$ cat config.mk
export PLATFORM = sky130hd
export DESIGN_NAME = pas_sqrt
export DESIGN_NICKNAME = d
export VERILOG_FILES = /design/src/rtl/core/pas_pkg.sv /design/src/rtl/core/pas_sqrt.sv
export SDC_FILE = /design/constraint.sdc
export NUM_CORES = 1
export LEC_CHECK = 0
export BUFFER_PORTS_ARGS = -buffer_cell sky130_fd_sc_hd__buf_2
export CAP_MARGIN = 20
export CORE_MARGIN = 2
export CORE_UTILIZATION = 58
export CTS_CLUSTER_DIAMETER = 60
export CTS_CLUSTER_SIZE = 10
export DETAILED_ROUTE_END_ITERATION = 10
export PLACE_DENSITY = 0.89
export SKIP_CTS_REPAIR_TIMING = 1
export SLEW_MARGIN = 20
export SYNTH_ARGS = -nofsm -noshare
export SYNTH_HDL_FRONTEND = slang
export SYNTH_SLANG_ARGS = --single-unit
export TNS_END_PERCENT = 5
$ cat constraint.sdc
create_clock -name clock -period 6.9 [get_ports clock]
set_clock_uncertainty 0.05 [all_clocks]
set_input_delay 1.38 -clock clock [delete_from_list [all_inputs] [get_ports clock]]
set_output_delay 1.38 -clock clock [all_outputs]
set_load 0.03 [all_outputs]
$ cat src/rtl/core/pas_pkg.sv
// types, codes and saturating helpers for the particle step block
`default_nettype none
package pas_pkg;

   localparam int WORD_W = 32;
   localparam int REG_W  = 31;

   localparam logic signed [WORD_W-1:0] WORD_MAX = {1'b0, {(WORD_W-1){1'b1}}};
   localparam logic signed [WORD_W-1:0] WORD_MIN = {1'b1, {(WORD_W-1){1'b0}}};

   // command codes
   localparam logic [1:0] CMD_SPAWN = 2'd0;
   localparam logic [1:0] CMD_FREE  = 2'd1;
   localparam logic [1:0] CMD_SEEK  = 2'd2;
   localparam logic [1:0] CMD_HOLD  = 2'd3;

   // register indexes
   localparam logic [1:0] CSR_MAX_SPEED = 2'd0;
   localparam logic [1:0] CSR_MAX_FORCE = 2'd1;
   localparam logic [1:0] CSR_DEATH     = 2'd2;
   localparam logic [1:0] CSR_RADIUS    = 2'd3;

   typedef enum logic [4:0] {
      ST_IDLE, ST_DIFF, ST_SQ_MUL, ST_SQ_ACC, ST_SQRT_GO, ST_SQRT_WAIT,
      ST_RAMP_MUL, ST_RAMP_DIV, ST_RAMP_WAIT, ST_WANT, ST_SCL_MUL, ST_SCL_DIV,
      ST_SCL_WAIT, ST_STEER_SUB, ST_FORCE_ADD, ST_VEL_ADD, ST_VEL_PUT, ST_MOVE,
      ST_DONE
   } pas_state_type;

   typedef enum logic [1:0] {
      PH_DIST, PH_STEER, PH_VEL
   } pas_phase_type;

   typedef struct packed {
      logic        start;
      logic [63:0] dividend;
      logic [31:0] divisor;
   } pas_div_req_type;

   typedef struct packed {
      logic        done;
      logic [63:0] quotient;
   } pas_div_rsp_type;

   typedef struct packed {
      logic        start;
      logic [63:0] radicand;
   } pas_sqrt_req_type;

   typedef struct packed {
      logic        done;
      logic [31:0] root;
   } pas_sqrt_rsp_type;

   function automatic logic signed [WORD_W-1:0] sat_add(
      input logic signed [WORD_W-1:0] a, input logic signed [WORD_W-1:0] b);
      logic signed [WORD_W:0] s;
      s = {a[WORD_W-1], a} + {b[WORD_W-1], b};
      if (s[WORD_W] != s[WORD_W-1]) return s[WORD_W] ? WORD_MIN : WORD_MAX;
      return s[WORD_W-1:0];
   endfunction

   function automatic logic signed [WORD_W-1:0] sat_sub(
      input logic signed [WORD_W-1:0] a, input logic signed [WORD_W-1:0] b);
      logic signed [WORD_W:0] s;
      s = {a[WORD_W-1], a} - {b[WORD_W-1], b};
      if (s[WORD_W] != s[WORD_W-1]) return s[WORD_W] ? WORD_MIN : WORD_MAX;
      return s[WORD_W-1:0];
   endfunction

   function automatic logic [WORD_W-1:0] abs_word(input logic signed [WORD_W-1:0] a);
      return a[WORD_W-1] ? (~a + 1'b1) : a;
   endfunction

endpackage
`default_nettype wire

$ cat src/rtl/core/pas_sqrt.sv
// digit-by-digit integer square root, 64-bit radicand, one root bit per cycle
`default_nettype none
module pas_sqrt import pas_pkg::*; (
   input  wire logic             clock,
   input  wire logic             reset,
   input  wire pas_sqrt_req_type req,
   output pas_sqrt_rsp_type      rsp
);
   logic        busy_ff, busy_in;
   logic        done_ff, done_in;
   logic [4:0]  cnt_ff, cnt_in;
   logic [63:0] rad_ff, rad_in;
   logic [33:0] rem_ff, rem_in;
   logic [31:0] root_ff, root_in;
   logic [34:0] cur;
   logic [34:0] trial;
   logic [34:0] diff;

   // bring down two radicand bits, try root*4+1
   always_comb begin
      busy_in = busy_ff;
      done_in = 1'b0;
      cnt_in  = cnt_ff;
      rad_in  = rad_ff;
      rem_in  = rem_ff;
      root_in = root_ff;
      cur     = {rem_ff[32:0], rad_ff[63:62]};
      trial   = {1'b0, root_ff, 2'b01};
      diff    = cur - trial;
      if (busy_ff) begin
         rad_in = {rad_ff[61:0], 2'b00};
         if (!diff[34]) begin
            rem_in  = diff[33:0];
            root_in = {root_ff[30:0], 1'b1};
         end else begin
            rem_in  = cur[33:0];
            root_in = {root_ff[30:0], 1'b0};
         end
         cnt_in = cnt_ff + 5'd1;
         if (cnt_ff == 5'd31) begin
            busy_in = 1'b0;
            done_in = 1'b1;
         end
      end else if (req.start) begin
         busy_in = 1'b1;
         cnt_in  = 5'd0;
         rad_in  = req.radicand;
         rem_in  = 34'd0;
         root_in = 32'd0;
      end
   end

   always_ff @(posedge clock) begin
      if (reset) begin
         busy_ff <= 1'b0;
         done_ff <= 1'b0;
         cnt_ff  <= 5'd0;
      end else begin
         busy_ff <= busy_in;
         done_ff <= done_in;
         cnt_ff  <= cnt_in;
      end
      rad_ff  <= rad_in;
      rem_ff  <= rem_in;
      root_ff <= root_in;
   end

   assign rsp.done = done_ff;
   assign rsp.root = root_ff;
endmodule
`default_nettype wire

==> metrics <==
Slew Limit Fails 0; Min-Delay Path Class reg -> reg; final wirelength 15100 um; placed cell count 873; nets@finish 826; Worst Setup End Kind flop; most common cell after layout, fill and taps aside edfxtp_1; register area share after synthesis 54.8%; Max FO, Critical Path 24; Pre-antenna DRT Iters 5; CTS tree done; HPWL Detailed 10300 um; Final Hold Slack 0.437 ns; layout cells sized above 1 19.7%; CTS Root Buffer Type clkbuf_16; Worst-Skew Late Latency 0.43 ns; Clock transition at path regs 0.06 ns; CTS Buf Count 17; WS Path Type reg -> reg; Worst Hold Endpoint cnt_ff[3]; htree depth 4; CP Launch Type flop; CP arrival 3.96 ns; Ant. Diodes 0; final hold vios 0; Die Height 116 um; R2R depth 12; vias 5242; IO Count 100; Final setup viols 0; Power Total 3.46 mW; FF+latch count, synth 136; Die Area 13500 um^2; required time worst endpoint 7.10 ns; FF-to-FF setup slack 3.15 ns; PD cells 410 nW/um^2; Hold Path Depth 1; Initial Util 59.9%; Leak 3.63 nW; initial antenna violation count 0; Worst Tran Pin Value 0.835 ns; GPL Wtd Cong 0.907; unrepaired setup endpoints after global routing no; Core ar. 12200 um^2; Max clock buf depth 2; GRT Residual Overflow 0; Area Overhead vs Synth 15.9%; port bufs 99; Max Cap Violations 0; Reg2Reg Launch Point root_ff[13]; # DRC 0; yosys warns 0; Max transition margin 44.3%; # clock sinks 136; Mapped Cells 637; FP Rows 40; vias in the first global route 5250; Layout Cells excl Fill 905; FFs w/ async S/R, synth 0%; Mapped Area 7290 um^2; routed length per placed instance 16.6 um; maximum vdd drop 0.000239 V; first-pass GRT wire length 24600 um; Tmin final 3.75 ns; number of synthesized flops with an enable pin 127; commonest cells after routing, fill and taps aside edfxtp_1 (127), buf_2 (99), nor2_1 (85); largest net degree at the start of global routing 80; die width 116 um; r2r endpoint rem_ff[31]; HP Start cnt_ff[3]; post-synth net total 739; post-layout util 69.5%; Main synth FF type edfxtp_1; Final period util 54.4%; Routed Antenna Nets 0; Avg Cell Area, Syn 11.4 um^2; fmax 0.266 GHz; Via density 5.79; number of DRC markers in iteration 0 356; outcome finished clean; Yosys cell types 48; GRT Total Usage 23.5%; Sum Neg Setup Slack 0 ns
-- stage by stage --
stage	area (um^2)	worst slack, ns
2_1_floorplan	7290	2.12
3_3_place_gp	7900	3.32
3_5_place_dp	7900	3.23
4_1_cts	8450	3.15
5_1_grt	8450	2.87
6_report	8450	3.15
-- cell type report --
type | instances | area, um^2
timing repair buffer | 104 | 533
multi-input combinational | 425 | 3010
tap | 168 | 210
clock inverter | 12 | 101
sequential | 136 | 4000
clock buffer | 20 | 447
inverter | 40 | 153
fill | 849 | 3710
-- sequential cells by signal, summed over array words and instances, names as in the netlist --
register / flops
root_ff: 32
cnt_ff: 5
busy_ff: 1
rad_ff: 64
done_ff: 1
rem_ff: 33
-- where the power goes --
part	switching (mW)	internal (mW)
combinational	0.851	0.615
sequential	0.0729	1.08
clock	0.343	0.502
-- critical path: stages (launching register included) --
cell and delay, ns:
edfxtp_1 0.34, inv_1 0.06, ha_1 0.38, a21oi_1 0.35
o211ai_1 0.15, a311oi_1 0.21, o21ai_1 0.12, a21oi_2 0.28
o31ai_4 0.11, xor2_4 0.55, buf_4 0.48, nand2_1 0.21
o22ai_1 0.27
-- cells by family after synthesis --
logic type	Yosys count	share of synthesized area, %
flip-flops	136	54.8
buffers and inverters	76	4.27
AND/OR/NAND/NOR	151	8.87
adder cells (fa/ha/maj)	35	6.01
AO/OA/AOI/OAI	178	18.2
XOR/XNOR	33	3.97
multiplexers	28	3.84
-- synth_stat cells, types with 6 or more instances --
cell,number,share of area [%]
edfxtp_1,127,52
nor2_1,85,4.4
a22o_1,62,7.4
inv_1,38,2.0
ha_1,35,6.0
a21oi_1,34,2.3
nand2_1,30,1.5
mux2i_1,28,3.8
clkbuf_1,25,1.3
xnor2_1,21,2.5
a21o_1,19,2.0
xor2_1,12,1.4
dfxtp_1,9,2.5
o211ai_1,9,0.93
nand3_1,7,0.48
o21ai_0,7,0.48
nor2b_1,6,0.51
nor3_1,6,0.41
o21ai_1,6,0.41
-- worst max-delay path by stage --
stage / startpoint / end / slack, ns / depth (start not counted)
after floorplan: req[64] / cnt_ff[3] / 2.12 / 4
after global placement: root_ff[17] / rem_ff[31] / 3.32 / 12
after detailed placement: rem_ff[17] / rem_ff[31] / 3.23 / 11
after CTS: root_ff[25] / rem_ff[31] / 3.15 / 12
after global routing: root_ff[13] / rem_ff[31] / 2.87 / 12
final: root_ff[13] / rem_ff[31] / 3.15 / 12
-- routing by layer --
| metal | up-vias | part of all wire (%) | GRT usage (%) |
|---|---|---|---|
| met5 | - | 0 | 0 |
| met4 | 0 | 2.0 | 9.44 |
| met3 | 22 | 6.8 | 7.16 |
| met2 | 165 | 48 | 37.7 |
| met1 | 2503 | 44 | 30.0 |
| li1 | 2552 | - | - |
Note: power is estimated with default switching activity, not from simulation.
