===== src/rtl/core/pas_pkg.sv =====
// types, codes and saturating helpers for the particle step block
`default_nettype none
package pas_pkg;

   localparam int WORD_W = 32;
   localparam int REG_W  = 31;

   localparam logic signed [WORD_W-1:0] WORD_MAX = {1'b0, {(WORD_W-1){1'b1}}};
   localparam logic signed [WORD_W-1:0] WORD_MIN = {1'b1, {(WORD_W-1){1'b0}}};

   // command codes
   localparam logic [1:0] CMD_SPAWN = 2'd0;
   localparam logic [1:0] CMD_FREE  = 2'd1;
   localparam logic [1:0] CMD_SEEK  = 2'd2;
   localparam logic [1:0] CMD_HOLD  = 2'd3;

   // register indexes
   localparam logic [1:0] CSR_MAX_SPEED = 2'd0;
   localparam logic [1:0] CSR_MAX_FORCE = 2'd1;
   localparam logic [1:0] CSR_DEATH     = 2'd2;
   localparam logic [1:0] CSR_RADIUS    = 2'd3;

   typedef enum logic [4:0] {
      ST_IDLE, ST_DIFF, ST_SQ_MUL, ST_SQ_ACC, ST_SQRT_GO, ST_SQRT_WAIT,
      ST_RAMP_MUL, ST_RAMP_DIV, ST_RAMP_WAIT, ST_WANT, ST_SCL_MUL, ST_SCL_DIV,
      ST_SCL_WAIT, ST_STEER_SUB, ST_FORCE_ADD, ST_VEL_ADD, ST_VEL_PUT, ST_MOVE,
      ST_DONE
   } pas_state_type;

   typedef enum logic [1:0] {
      PH_DIST, PH_STEER, PH_VEL
   } pas_phase_type;

   typedef struct packed {
      logic        start;
      logic [63:0] dividend;
      logic [31:0] divisor;
   } pas_div_req_type;

   typedef struct packed {
      logic        done;
      logic [63:0] quotient;
   } pas_div_rsp_type;

   typedef struct packed {
      logic        start;
      logic [63:0] radicand;
   } pas_sqrt_req_type;

   typedef struct packed {
      logic        done;
      logic [31:0] root;
   } pas_sqrt_rsp_type;

   function automatic logic signed [WORD_W-1:0] sat_add(
      input logic signed [WORD_W-1:0] a, input logic signed [WORD_W-1:0] b);
      logic signed [WORD_W:0] s;
      s = {a[WORD_W-1], a} + {b[WORD_W-1], b};
      if (s[WORD_W] != s[WORD_W-1]) return s[WORD_W] ? WORD_MIN : WORD_MAX;
      return s[WORD_W-1:0];
   endfunction

   function automatic logic signed [WORD_W-1:0] sat_sub(
      input logic signed [WORD_W-1:0] a, input logic signed [WORD_W-1:0] b);
      logic signed [WORD_W:0] s;
      s = {a[WORD_W-1], a} - {b[WORD_W-1], b};
      if (s[WORD_W] != s[WORD_W-1]) return s[WORD_W] ? WORD_MIN : WORD_MAX;
      return s[WORD_W-1:0];
   endfunction

   function automatic logic [WORD_W-1:0] abs_word(input logic signed [WORD_W-1:0] a);
      return a[WORD_W-1] ? (~a + 1'b1) : a;
   endfunction

endpackage
`default_nettype wire


===== src/rtl/core/pas_div.sv =====
// restoring divider, 64 by 32 bits, one quotient bit per cycle
`default_nettype none
module pas_div import pas_pkg::*; (
   input  wire logic            clock,
   input  wire logic            reset,
   input  wire pas_div_req_type req,
   output pas_div_rsp_type      rsp
);
   logic        busy_ff, busy_in;
   logic        done_ff, done_in;
   logic [5:0]  cnt_ff, cnt_in;
   logic [63:0] dvd_ff, dvd_in;
   logic [31:0] rem_ff, rem_in;
   logic [31:0] dsr_ff, dsr_in;
   logic [32:0] shifted;
   logic [32:0] diff;

   // one shift and trial subtract per cycle
   always_comb begin
      busy_in = busy_ff;
      done_in = 1'b0;
      cnt_in  = cnt_ff;
      dvd_in  = dvd_ff;
      rem_in  = rem_ff;
      dsr_in  = dsr_ff;
      shifted = {rem_ff, dvd_ff[63]};
      diff    = shifted - {1'b0, dsr_ff};
      if (busy_ff) begin
         if (!diff[32]) begin
            rem_in = diff[31:0];
            dvd_in = {dvd_ff[62:0], 1'b1};
         end else begin
            rem_in = shifted[31:0];
            dvd_in = {dvd_ff[62:0], 1'b0};
         end
         cnt_in = cnt_ff + 6'd1;
         if (cnt_ff == 6'd63) begin
            busy_in = 1'b0;
            done_in = 1'b1;
         end
      end else if (req.start) begin
         busy_in = 1'b1;
         cnt_in  = 6'd0;
         dvd_in  = req.dividend;
         rem_in  = 32'd0;
         dsr_in  = req.divisor;
      end
   end

   always_ff @(posedge clock) begin
      if (reset) begin
         busy_ff <= 1'b0;
         done_ff <= 1'b0;
         cnt_ff  <= 6'd0;
      end else begin
         busy_ff <= busy_in;
         done_ff <= done_in;
         cnt_ff  <= cnt_in;
      end
      dvd_ff <= dvd_in;
      rem_ff <= rem_in;
      dsr_ff <= dsr_in;
   end

   assign rsp.done     = done_ff;
   assign rsp.quotient = dvd_ff;
endmodule
`default_nettype wire


===== config.mk =====
export PLATFORM = sky130hd
export DESIGN_NAME = pas_div
export DESIGN_NICKNAME = d
export VERILOG_FILES = /design/src/rtl/core/pas_pkg.sv /design/src/rtl/core/pas_div.sv
export SDC_FILE = /design/constraint.sdc
export NUM_CORES = 1
export LEC_CHECK = 0
export CAP_MARGIN = 20
export CORE_ASPECT_RATIO = 0.8
export CORE_MARGIN = 2
export CORE_UTILIZATION = 65
export DETAILED_ROUTE_END_ITERATION = 8
export DONT_BUFFER_PORTS = 1
export HOLD_SLACK_MARGIN = 0.08
export PLACE_DENSITY = 0.81
export SLEW_MARGIN = 20
export SYNTH_ARGS = -nofsm -noshare
export SYNTH_HDL_FRONTEND = slang
export SYNTH_SLANG_ARGS = --single-unit

===== constraint.sdc =====
create_clock -name clock -period 5.92 [get_ports clock]
set_input_delay 1.184 -clock clock [delete_from_list [all_inputs] [get_ports clock]]
set_output_delay 1.184 -clock clock [all_outputs]
set_load 0.1 [all_outputs]

==> impl_metrics.yaml <==
synthesis:
  synthArstFlopShare_pct: 0
  synth_edf_count: 128
  yosysSeqAreaShare_pct: 55.81
  avgSynthCellArea_sq_um: 12.37
  syn_inst: 580
  syn-cell-area_sq_um: 7174
  synth_warnings: 0
  syn_nets: 713
  synth_flop_cell: "edfxtp_1"
  yosysUniqueCellTypes: 56
  ys_ff_latch: 136
power_and_ir_drop:
  power.total_w: 0.003013
  vdd.ir_drop.worst_uv: 280.3
  power.density_nw_per_um2: 383.5
  p_leak_nw: 3.032
placed_design:
  dpl.hpwl_um: 10020
  portBuffers: 0
  place.gp.congestion: 0.8852
  dpl_worst_slack_ps: 1896
worst_setup_path:
  start_kind: "flip-flop"
  critPathMaxFanout: 40
  worstSetupPathType: "reg2reg"
  worstPathArrival_ps: 4280
  worst_ep_required_time_ps: 6160
  crit_path_end_kind: "flip-flop"
routing:
  dr.pass1.iters: 7
  vias: 4545
  wirelength_um: 14570
  drc: 2
  detail_route.vias_per_cell: 6.159
  postRouteAntennaNets: 0
  wl_per_cell_um: 19.75
  drt-initial-drc-count: 362
clocking:
  cts-hold-fix-buffers: 0
  h-tree-depth: 4
  clk_pin_slew_ps: 60
  cts_made_buffers: 17
  cts_tree: "yes"
  postCtsSetupRepairBufs: 0
  clk_latency_ps: 420
  cts-root-buf: "clkbuf_16"
  cts_sinks: 136
  clockBufferDepth: 2
  ctsResizeCount: 0
floorplanning:
  pin_count: 164
  core_area_sq_um: 10810
  initial_core_util_pct: 66.40
  die_x_um: 121.5
  fp-row-count: 34
  die_y_um: 97.97
  die_area_sq_um: 11900
timing:
  timing.slew.headroom_pct: 28.78
  skew_ps: 11.16
  fmax_mhz: 247.2
  finalSetupViolations: 0
  finalHoldViolations: 0
  worst_slack_ps: 1875
  period_share_pct: 68.32
  rsz0062_at_grt: "false"
  report.final.slew_viol_count: 0
  period_minus_slack_ps: 4045
  finalSetupTns_ps: 0
  worst_pin_slew_ps: 1068
run_status:
  status: "complete, but fails checks"
  violations: "DRC"
layout:
  final_common_cell: "edfxtp_1"
  regArea_sq_um: 4005
  areaGrowthSynthToFinish_pct: 9.505
  final_cell_mix: "edfxtp_1 (128), mux2_2 (63), nor2_1 (43), inv_1 (43), a21oi_1 (34)"
  fillers: 739
  final_nets: 714
  drive_above_1_share_pct: 18.86
  antennaDiodeCount: 0
  multi_input_area_sq_um: 2900
global_routing:
  grt_pass1_wl_um: 23240
  grt_pass1_vias: 4600
  grt_usage_pct: 25.32
  antenna_found_initial: 1
  grt_max_degree: 55
  overflow: 0
run:
  cap_viol_max_count: 0
hold_path:
  hp-class: "reg2reg"
path summary, 6_finish.rpt:
check / from / end / slack (ps) / cells past startpoint
max reg2reg: dvd_ff[63] / rem_ff[31] / 1880 / 13
max: dvd_ff[63] / rem_ff[31] / 1880 / 13
min: cnt_ff[5] / done_ff / 500 / 2
min reg2reg: cnt_ff[5] / done_ff / 500 / 2
state kept, by name, indices dropped and copies added (netlist names):
register  count
busy_ff       1
done_ff       1
dvd_ff       64
rem_ff       32
cnt_ff        6
dsr_ff       32
logic make-up after synthesis:
| family | count (synthesis) | synth area share (%) |
|---|---|---|
| flops | 136 | 55.81 |
| xor+xnor | 26 | 3.174 |
| buf+inv | 67 | 3.784 |
| simple gates | 124 | 8.040 |
| fa+ha+maj | 34 | 6.034 |
| compound gates | 104 | 9.505 |
| mux | 89 | 13.66 |
power breakdown:
group          internal [W]  switching [W]  total [W]
sequential          0.00117       0.000391    0.00156
clock              0.000546       0.000430   0.000976
combinational      0.000212       0.000266   0.000478
stage by stage:
step / instance area (sq um) / hold slack [ps] / instances / utilization, %
6_report: 7856 / 502.1 / 738 / 72.71
5_1_grt: 7856 / 531.7 / 738 / 72.71
4_1_cts: 7829 / 491.2 / 737 / 72.45
3_5_place_dp: 7282 / 484.7 / 705 / 67.39
3_3_place_gp: 7282 / 467.9 / 705 / 67.39
2_1_floorplan: 7174 / 447.2 / 580 / -
cell type report:
cell class | instances | area share [%]
inverters | 44 | 2.118
clock inverters | 14 | 1.497
repair buffers | 5 | 0.7326
well taps | 144 | 2.293
clock buffers | 18 | 5.463
multi-input cells | 377 | 36.92
flip-flops and latches | 136 | 50.98
worst max-delay path: stages, from the launching register on:
cell	delay (ps)
edfxtp_1	320
buf_4	300
inv_1	80
ha_1	230
fa_1	420
nor2b_1	180
o2111ai_1	150
nand3_1	170
a41o_1	280
a311oi_2	140
nor2_1	190
o311a_2	900
o311ai_0	290
o22ai_1	230
per-layer routing:
layer	track usage [%]	share of wire (%)	vias to the layer above
met5	0	0.089	-
met3	9.054	8.7	23
met1	32.32	41	2187
li1	-	-	2150
met2	40.84	49	183
met4	7.869	1.6	2
Yosys cell counts, drive strengths merged (6+ instances only):
cell / instances / area, sq um
a21o: 14 / 105.1
a21oi: 35 / 178.9
buf: 14 / 72.57
clkbuf: 9 / 33.78
dfxtp: 8 / 160.2
edfxtp: 128 / 3844
ha: 33 / 412.9
inv: 44 / 165.2
mux2: 65 / 739.5
mux2i: 24 / 240.2
nand2: 30 / 112.6
nand3: 12 / 60.06
nor2: 45 / 173.9
nor3: 6 / 30.03
o21ai: 17 / 85.08
xnor2: 15 / 131.4
xor2: 11 / 96.34
Power figures use the tool's default switching activity.
