### src/rtl/core/pas_pkg.sv
// types, codes and saturating helpers for the particle step block
`default_nettype none
package pas_pkg;

   localparam int WORD_W = 32;
   localparam int REG_W  = 31;

   localparam logic signed [WORD_W-1:0] WORD_MAX = {1'b0, {(WORD_W-1){1'b1}}};
   localparam logic signed [WORD_W-1:0] WORD_MIN = {1'b1, {(WORD_W-1){1'b0}}};

   // command codes
   localparam logic [1:0] CMD_SPAWN = 2'd0;
   localparam logic [1:0] CMD_FREE  = 2'd1;
   localparam logic [1:0] CMD_SEEK  = 2'd2;
   localparam logic [1:0] CMD_HOLD  = 2'd3;

   // register indexes
   localparam logic [1:0] CSR_MAX_SPEED = 2'd0;
   localparam logic [1:0] CSR_MAX_FORCE = 2'd1;
   localparam logic [1:0] CSR_DEATH     = 2'd2;
   localparam logic [1:0] CSR_RADIUS    = 2'd3;

   typedef enum logic [4:0] {
      ST_IDLE, ST_DIFF, ST_SQ_MUL, ST_SQ_ACC, ST_SQRT_GO, ST_SQRT_WAIT,
      ST_RAMP_MUL, ST_RAMP_DIV, ST_RAMP_WAIT, ST_WANT, ST_SCL_MUL, ST_SCL_DIV,
      ST_SCL_WAIT, ST_STEER_SUB, ST_FORCE_ADD, ST_VEL_ADD, ST_VEL_PUT, ST_MOVE,
      ST_DONE
   } pas_state_type;

   typedef enum logic [1:0] {
      PH_DIST, PH_STEER, PH_VEL
   } pas_phase_type;

   typedef struct packed {
      logic        start;
      logic [63:0] dividend;
      logic [31:0] divisor;
   } pas_div_req_type;

   typedef struct packed {
      logic        done;
      logic [63:0] quotient;
   } pas_div_rsp_type;

   typedef struct packed {
      logic        start;
      logic [63:0] radicand;
   } pas_sqrt_req_type;

   typedef struct packed {
      logic        done;
      logic [31:0] root;
   } pas_sqrt_rsp_type;

   function automatic logic signed [WORD_W-1:0] sat_add(
      input logic signed [WORD_W-1:0] a, input logic signed [WORD_W-1:0] b);
      logic signed [WORD_W:0] s;
      s = {a[WORD_W-1], a} + {b[WORD_W-1], b};
      if (s[WORD_W] != s[WORD_W-1]) return s[WORD_W] ? WORD_MIN : WORD_MAX;
      return s[WORD_W-1:0];
   endfunction

   function automatic logic signed [WORD_W-1:0] sat_sub(
      input logic signed [WORD_W-1:0] a, input logic signed [WORD_W-1:0] b);
      logic signed [WORD_W:0] s;
      s = {a[WORD_W-1], a} - {b[WORD_W-1], b};
      if (s[WORD_W] != s[WORD_W-1]) return s[WORD_W] ? WORD_MIN : WORD_MAX;
      return s[WORD_W-1:0];
   endfunction

   function automatic logic [WORD_W-1:0] abs_word(input logic signed [WORD_W-1:0] a);
      return a[WORD_W-1] ? (~a + 1'b1) : a;
   endfunction

endpackage
`default_nettype wire

### src/rtl/core/pas_mul.sv
// registered 32 by 32 unsigned multiplier
`default_nettype none
module pas_mul import pas_pkg::*; (
   input  wire logic        clock,
   input  wire logic [31:0] mul_a,
   input  wire logic [31:0] mul_b,
   output logic      [63:0] prod
);
   logic [63:0] prod_ff;

   // product ready in the cycle after the operands
   always_ff @(posedge clock) begin
      prod_ff <= mul_a * mul_b;
   end

   assign prod = prod_ff;
endmodule
`default_nettype wire

### config.mk
export PLATFORM = sky130hd
export DESIGN_NAME = pas_mul
export DESIGN_NICKNAME = d
export VERILOG_FILES = /design/src/rtl/core/pas_pkg.sv /design/src/rtl/core/pas_mul.sv
export SDC_FILE = /design/constraint.sdc
export NUM_CORES = 2
export LEC_CHECK = 0
export BUFFER_PORTS_ARGS = -buffer_cell sky130_fd_sc_hd__buf_2
export CORE_MARGIN = 5
export CORE_UTILIZATION = 50
export CTS_BUF_LIST = sky130_fd_sc_hd__clkbuf_4 sky130_fd_sc_hd__clkbuf_8 sky130_fd_sc_hd__clkbuf_16
export CTS_CLUSTER_SIZE = 16
export DETAILED_ROUTE_END_ITERATION = 8
export PLACE_DENSITY = 0.77
export SLEW_MARGIN = 10
export SYNTH_ARGS = -nofsm -noshare
export SYNTH_HDL_FRONTEND = slang
export SYNTH_SLANG_ARGS = --single-unit
### constraint.sdc
create_clock -name clock -period 9.7 [get_ports clock]
set_input_delay 1.455 -clock clock [delete_from_list [all_inputs] [get_ports clock]]
set_output_delay 1.455 -clock clock [all_outputs]
set_load 0.01 [all_outputs]
==> reports/summary.log <==
INFO  min_path       min_path_cells=3
INFO  routing        drt_pass1_iterations=8
INFO  clock_tree     numCtsBuffers=9
INFO  layout         post_route_cells_drive_above_1_share=5.08%
INFO  critical_path  crit_fanout=32
INFO  global_route   antenna_found_initial=2
INFO  placement      port_buffers=128
INFO  layout         ff_latch_area=0.00128mm2
INFO  synthesis      synth_compound_gate_area_share=4.15%
INFO  min_path       endpoint_of_the_worst_hold_path=prod[0]
INFO  sta            grt_setup_unrepaired=no
INFO  critical_path  worstPathRequired=9.97ns
INFO  global_route   grt_first_pass_wirelength=147,000um
INFO  global_route   via_count_of_the_first_global_routing_pass=27,873
INFO  synthesis      synth-warning-count=0
INFO  synthesis      post_synth_fa_ha_maj_area_fraction=61.2%
INFO  synthesis      yosys_register_bits=64
INFO  sta            final-max-slew-violation-count=0
INFO  clock_tree     cts_tree=done
INFO  placement      numPlacedInstances=4,614
INFO  sta            fmaxAchievable=112MHz
INFO  global_route   grt_max_degree=33
INFO  routing        wirelength=90,200um
INFO  clock_tree     clock_path_buffers=2
INFO  min_path       timing.hold.worst.class=input pin to flop
INFO  synthesis      netlist_top_cells_area=sky130_fd_sc_hd__fa_1 52%, sky130_fd_sc_hd__and2_1 11%, sky130_fd_sc_hd__ha_1 9.5%
INFO  global_route   grt_overflow=0
INFO  layout         flip_flop_count_of_the_largest_register_after_layout=64
INFO  clock_tree     clock_tree.root_cell=sky130_fd_sc_hd__clkbuf_16
INFO  floorplanning  core-area=0.0687mm2
INFO  clock_tree     clock_sinks=64
INFO  sta            max_slew.worst_pin.slew=0.790ns
INFO  floorplanning  chipWidth=273um
INFO  placement      gp_congestion=0.913
INFO  floorplanning  rows=96
INFO  sta            layout_worst_path_cycle_share=92.3%
INFO  synthesis      synth_cell_types=57
INFO  routing        num_vias=25,199
INFO  floorplanning  die_height=273um
INFO  synthesis      synth_top_family_by_area=adder cells
INFO  synthesis      share_of_synthesized_cell_area_in_and_or_nand_and_nor_gates=17.6%
INFO  floorplanning  floorplan.initialDensity=50.5%
INFO  routing        drtAntennaViolNets=0
INFO  layout         area.growth.synth_to_final=4.28%
INFO  critical_path  setup.worst_path.end_class=flop
INFO  synthesis      synth_area_leader_cell=sky130_fd_sc_hd__fa_1
INFO  clock_tree     post_cts_clock_slew_at_the_launch_and_capture_registers_of_the_worst_setup_and_hold_paths=0.06ns
INFO  synthesis      syn_inst=3,748
INFO  run_status     run_status=complete, no violations
INFO  critical_path  timing.critical_path.from_type=input pin
INFO  synthesis      post-synth-top-area-fraction=51.7%
INFO  routing        detail_route.iter0.violations=1,564
INFO  synthesis      synth.avg_cell_area=9.25um2
INFO  flow_run       cap_viol_max_count=0
INFO  clock_tree     cts_repair_resizes=0
INFO  sta            post-route-min-period=8.95ns
INFO  min_path       timing.hold.worst.start=mul_a[0]
INFO  global_route   groute.usage.overall=24.9%
INFO  sta            slew-limit-headroom=47.3%
INFO  synthesis      ys.flop_type=sky130_fd_sc_hd__dfxtp_1
INFO  synthesis      synth-seq-area-share=3.69%
INFO  sta            setup-tns-final=0ns
INFO  layout         layout_commonest_cell=sky130_fd_sc_hd__fa_1
INFO  floorplanning  top_level_ports=129
INFO  layout         fillers=6,171
INFO  synthesis      synthesis.nets=4,972
INFO  clock_tree     clock_tree.htree_level_count=3
INFO  routing        drt_drc_violations_left=0
INFO  synthesis      synth-edff-count=0
INFO  sta            number_of_setup_violations_in_the_final_report=0
INFO  layout         layout_common_cells=896 x sky130_fd_sc_hd__fa_1, 865 x sky130_fd_sc_hd__inv_1, 602 x sky130_fd_sc_hd__and2_1
INFO  routing        detail_route.wl_per_cell=19.5um
INFO  layout         footprint_of_the_multi_input_gates=0.0293mm2
INFO  floorplanning  total_die_area=0.0747mm2
INFO  clock_tree     cts.hold.buffers_added=0
INFO  placement      detailedPlacementHpwl=74,100um
INFO  critical_path  worst-endpoint-arrival=9.23ns
INFO  routing        vias_per_cell=5.44
INFO  synthesis      post_synth_xor_area_fraction=1.52%
INFO  synthesis      synthMuxAreaShare=0.0289%
INFO  sta            finalHoldViolations=0
INFO  synthesis      synth_async_sr_flop_share=0%
INFO  clock_tree     post_cts_buffers=0
INFO  synthesis      post_synth_instance_area=0.0347mm2
INFO  layout         fin_nets=4,918
INFO  critical_path  path_class=input pin to flop
INFO  layout         finish.cell_count_without_fillers=4,633
## routing by layer
metal  wire length, um  vias up  track usage, %
met5                13        -               0
met4              6840        2            14.7
met3              5550      339            3.67
met2             46400     1058            44.2
met1             31400    13068            28.5
li1                  -    10732               -
## final cells by class
| type | instances | share of cell area [%] |
|---|---|---|
| antenna | 3 | 0.0208 |
| clock buffer | 11 | 0.682 |
| clock inverter | 5 | 0.156 |
| inverter | 865 | 8.98 |
| multi-input combinational | 2599 | 81.1 |
| sequential | 64 | 3.54 |
| tap | 931 | 3.22 |
| timing repair buffer | 155 | 2.33 |
## worst max-delay path, stage by stage
cell                       delay [ns]
sky130_fd_sc_hd__buf_2           0.54
sky130_fd_sc_hd__nand2_1         0.20
sky130_fd_sc_hd__fa_1            0.58
sky130_fd_sc_hd__inv_1           0.06
sky130_fd_sc_hd__fa_1            0.53
sky130_fd_sc_hd__inv_1           0.05
sky130_fd_sc_hd__fa_1            0.53
sky130_fd_sc_hd__inv_1           0.05
sky130_fd_sc_hd__fa_1            0.47
sky130_fd_sc_hd__fa_1            0.58
sky130_fd_sc_hd__fa_1            0.43
sky130_fd_sc_hd__fa_1            0.49
sky130_fd_sc_hd__inv_1           0.05
sky130_fd_sc_hd__fa_1            0.47
sky130_fd_sc_hd__inv_1           0.04
sky130_fd_sc_hd__ha_1            0.41
sky130_fd_sc_hd__nand4_1         0.22
sky130_fd_sc_hd__or4_1           0.47
sky130_fd_sc_hd__or3_1           0.37
sky130_fd_sc_hd__a31oi_1         0.47
sky130_fd_sc_hd__a31o_2          0.29
sky130_fd_sc_hd__a211oi_1        0.11
sky130_fd_sc_hd__o21ai_1         0.17
sky130_fd_sc_hd__xor2_1          0.14
## cell families after synthesis
family | count (synthesis)
DFF | 64
and+or+nand+nor | 1177
adders and majority gates | 1159
xor gates and xnor gates | 60
AOI/OAI and AO/OA | 202
muxes | 1
buffers and inverters | 1085
## stage by stage
stage                     hold slack [ns]  setup WS [ns]  cell area [um2]  utilization [%]
after floorplan                      1.58           1.49            34700                -
after global placement               1.85          0.625            35900             52.2
after detailed placement             1.85          0.505            35900             52.2
after CTS                            1.75          0.865            36200             52.6
after global routing                 1.78          0.466            36200             52.6
final                                1.79          0.747            36200             52.6
## cells in the mapped netlist (3+ instances only)
cell and count:
sky130_fd_sc_hd__or4_1 3, sky130_fd_sc_hd__nor2_1 20, sky130_fd_sc_hd__inv_1 865, sky130_fd_sc_hd__xnor2_1 35, sky130_fd_sc_hd__o21ai_0 21, sky130_fd_sc_hd__a21boi_1 3, sky130_fd_sc_hd__nor3_1 7, sky130_fd_sc_hd__a211oi_1 3
sky130_fd_sc_hd__or3_1 3, sky130_fd_sc_hd__clkbuf_1 213, sky130_fd_sc_hd__dfxtp_1 64, sky130_fd_sc_hd__and4_1 3, sky130_fd_sc_hd__a31oi_1 12, sky130_fd_sc_hd__ha_1 263, sky130_fd_sc_hd__and2_1 602, sky130_fd_sc_hd__nand3_1 10
sky130_fd_sc_hd__o21bai_1 10, sky130_fd_sc_hd__fa_1 896, sky130_fd_sc_hd__xor2_1 25, sky130_fd_sc_hd__o31ai_4 3, sky130_fd_sc_hd__nand4_1 23, sky130_fd_sc_hd__and3_1 14, sky130_fd_sc_hd__buf_2 6, sky130_fd_sc_hd__or2_2 3
sky130_fd_sc_hd__o221ai_1 3, sky130_fd_sc_hd__a221o_1 4, sky130_fd_sc_hd__a21oi_1 63, sky130_fd_sc_hd__nand2_1 480, sky130_fd_sc_hd__a221oi_4 3, sky130_fd_sc_hd__a21oi_2 3, sky130_fd_sc_hd__o21a_1 9, sky130_fd_sc_hd__o21ai_1 5
sky130_fd_sc_hd__a21o_1 40
## worst max-delay path by stage
stage	startpoint	endpoint	slack, ns	cells past startpoint
2_1_floorplan	mul_a[25]	prod[62]	1.49	25
3_3_place_gp	mul_b[8]	prod[62]	0.63	24
3_5_place_dp	mul_b[8]	prod[62]	0.51	24
4_1_cts	mul_b[8]	prod[62]	0.86	24
5_1_grt	mul_b[8]	prod[62]	0.47	24
6_report	mul_b[8]	prod[62]	0.75	24
Power is left out: the tool's default activity adds up to more than one toggle a clock period on the data nets, which glitch-free logic cannot reach.
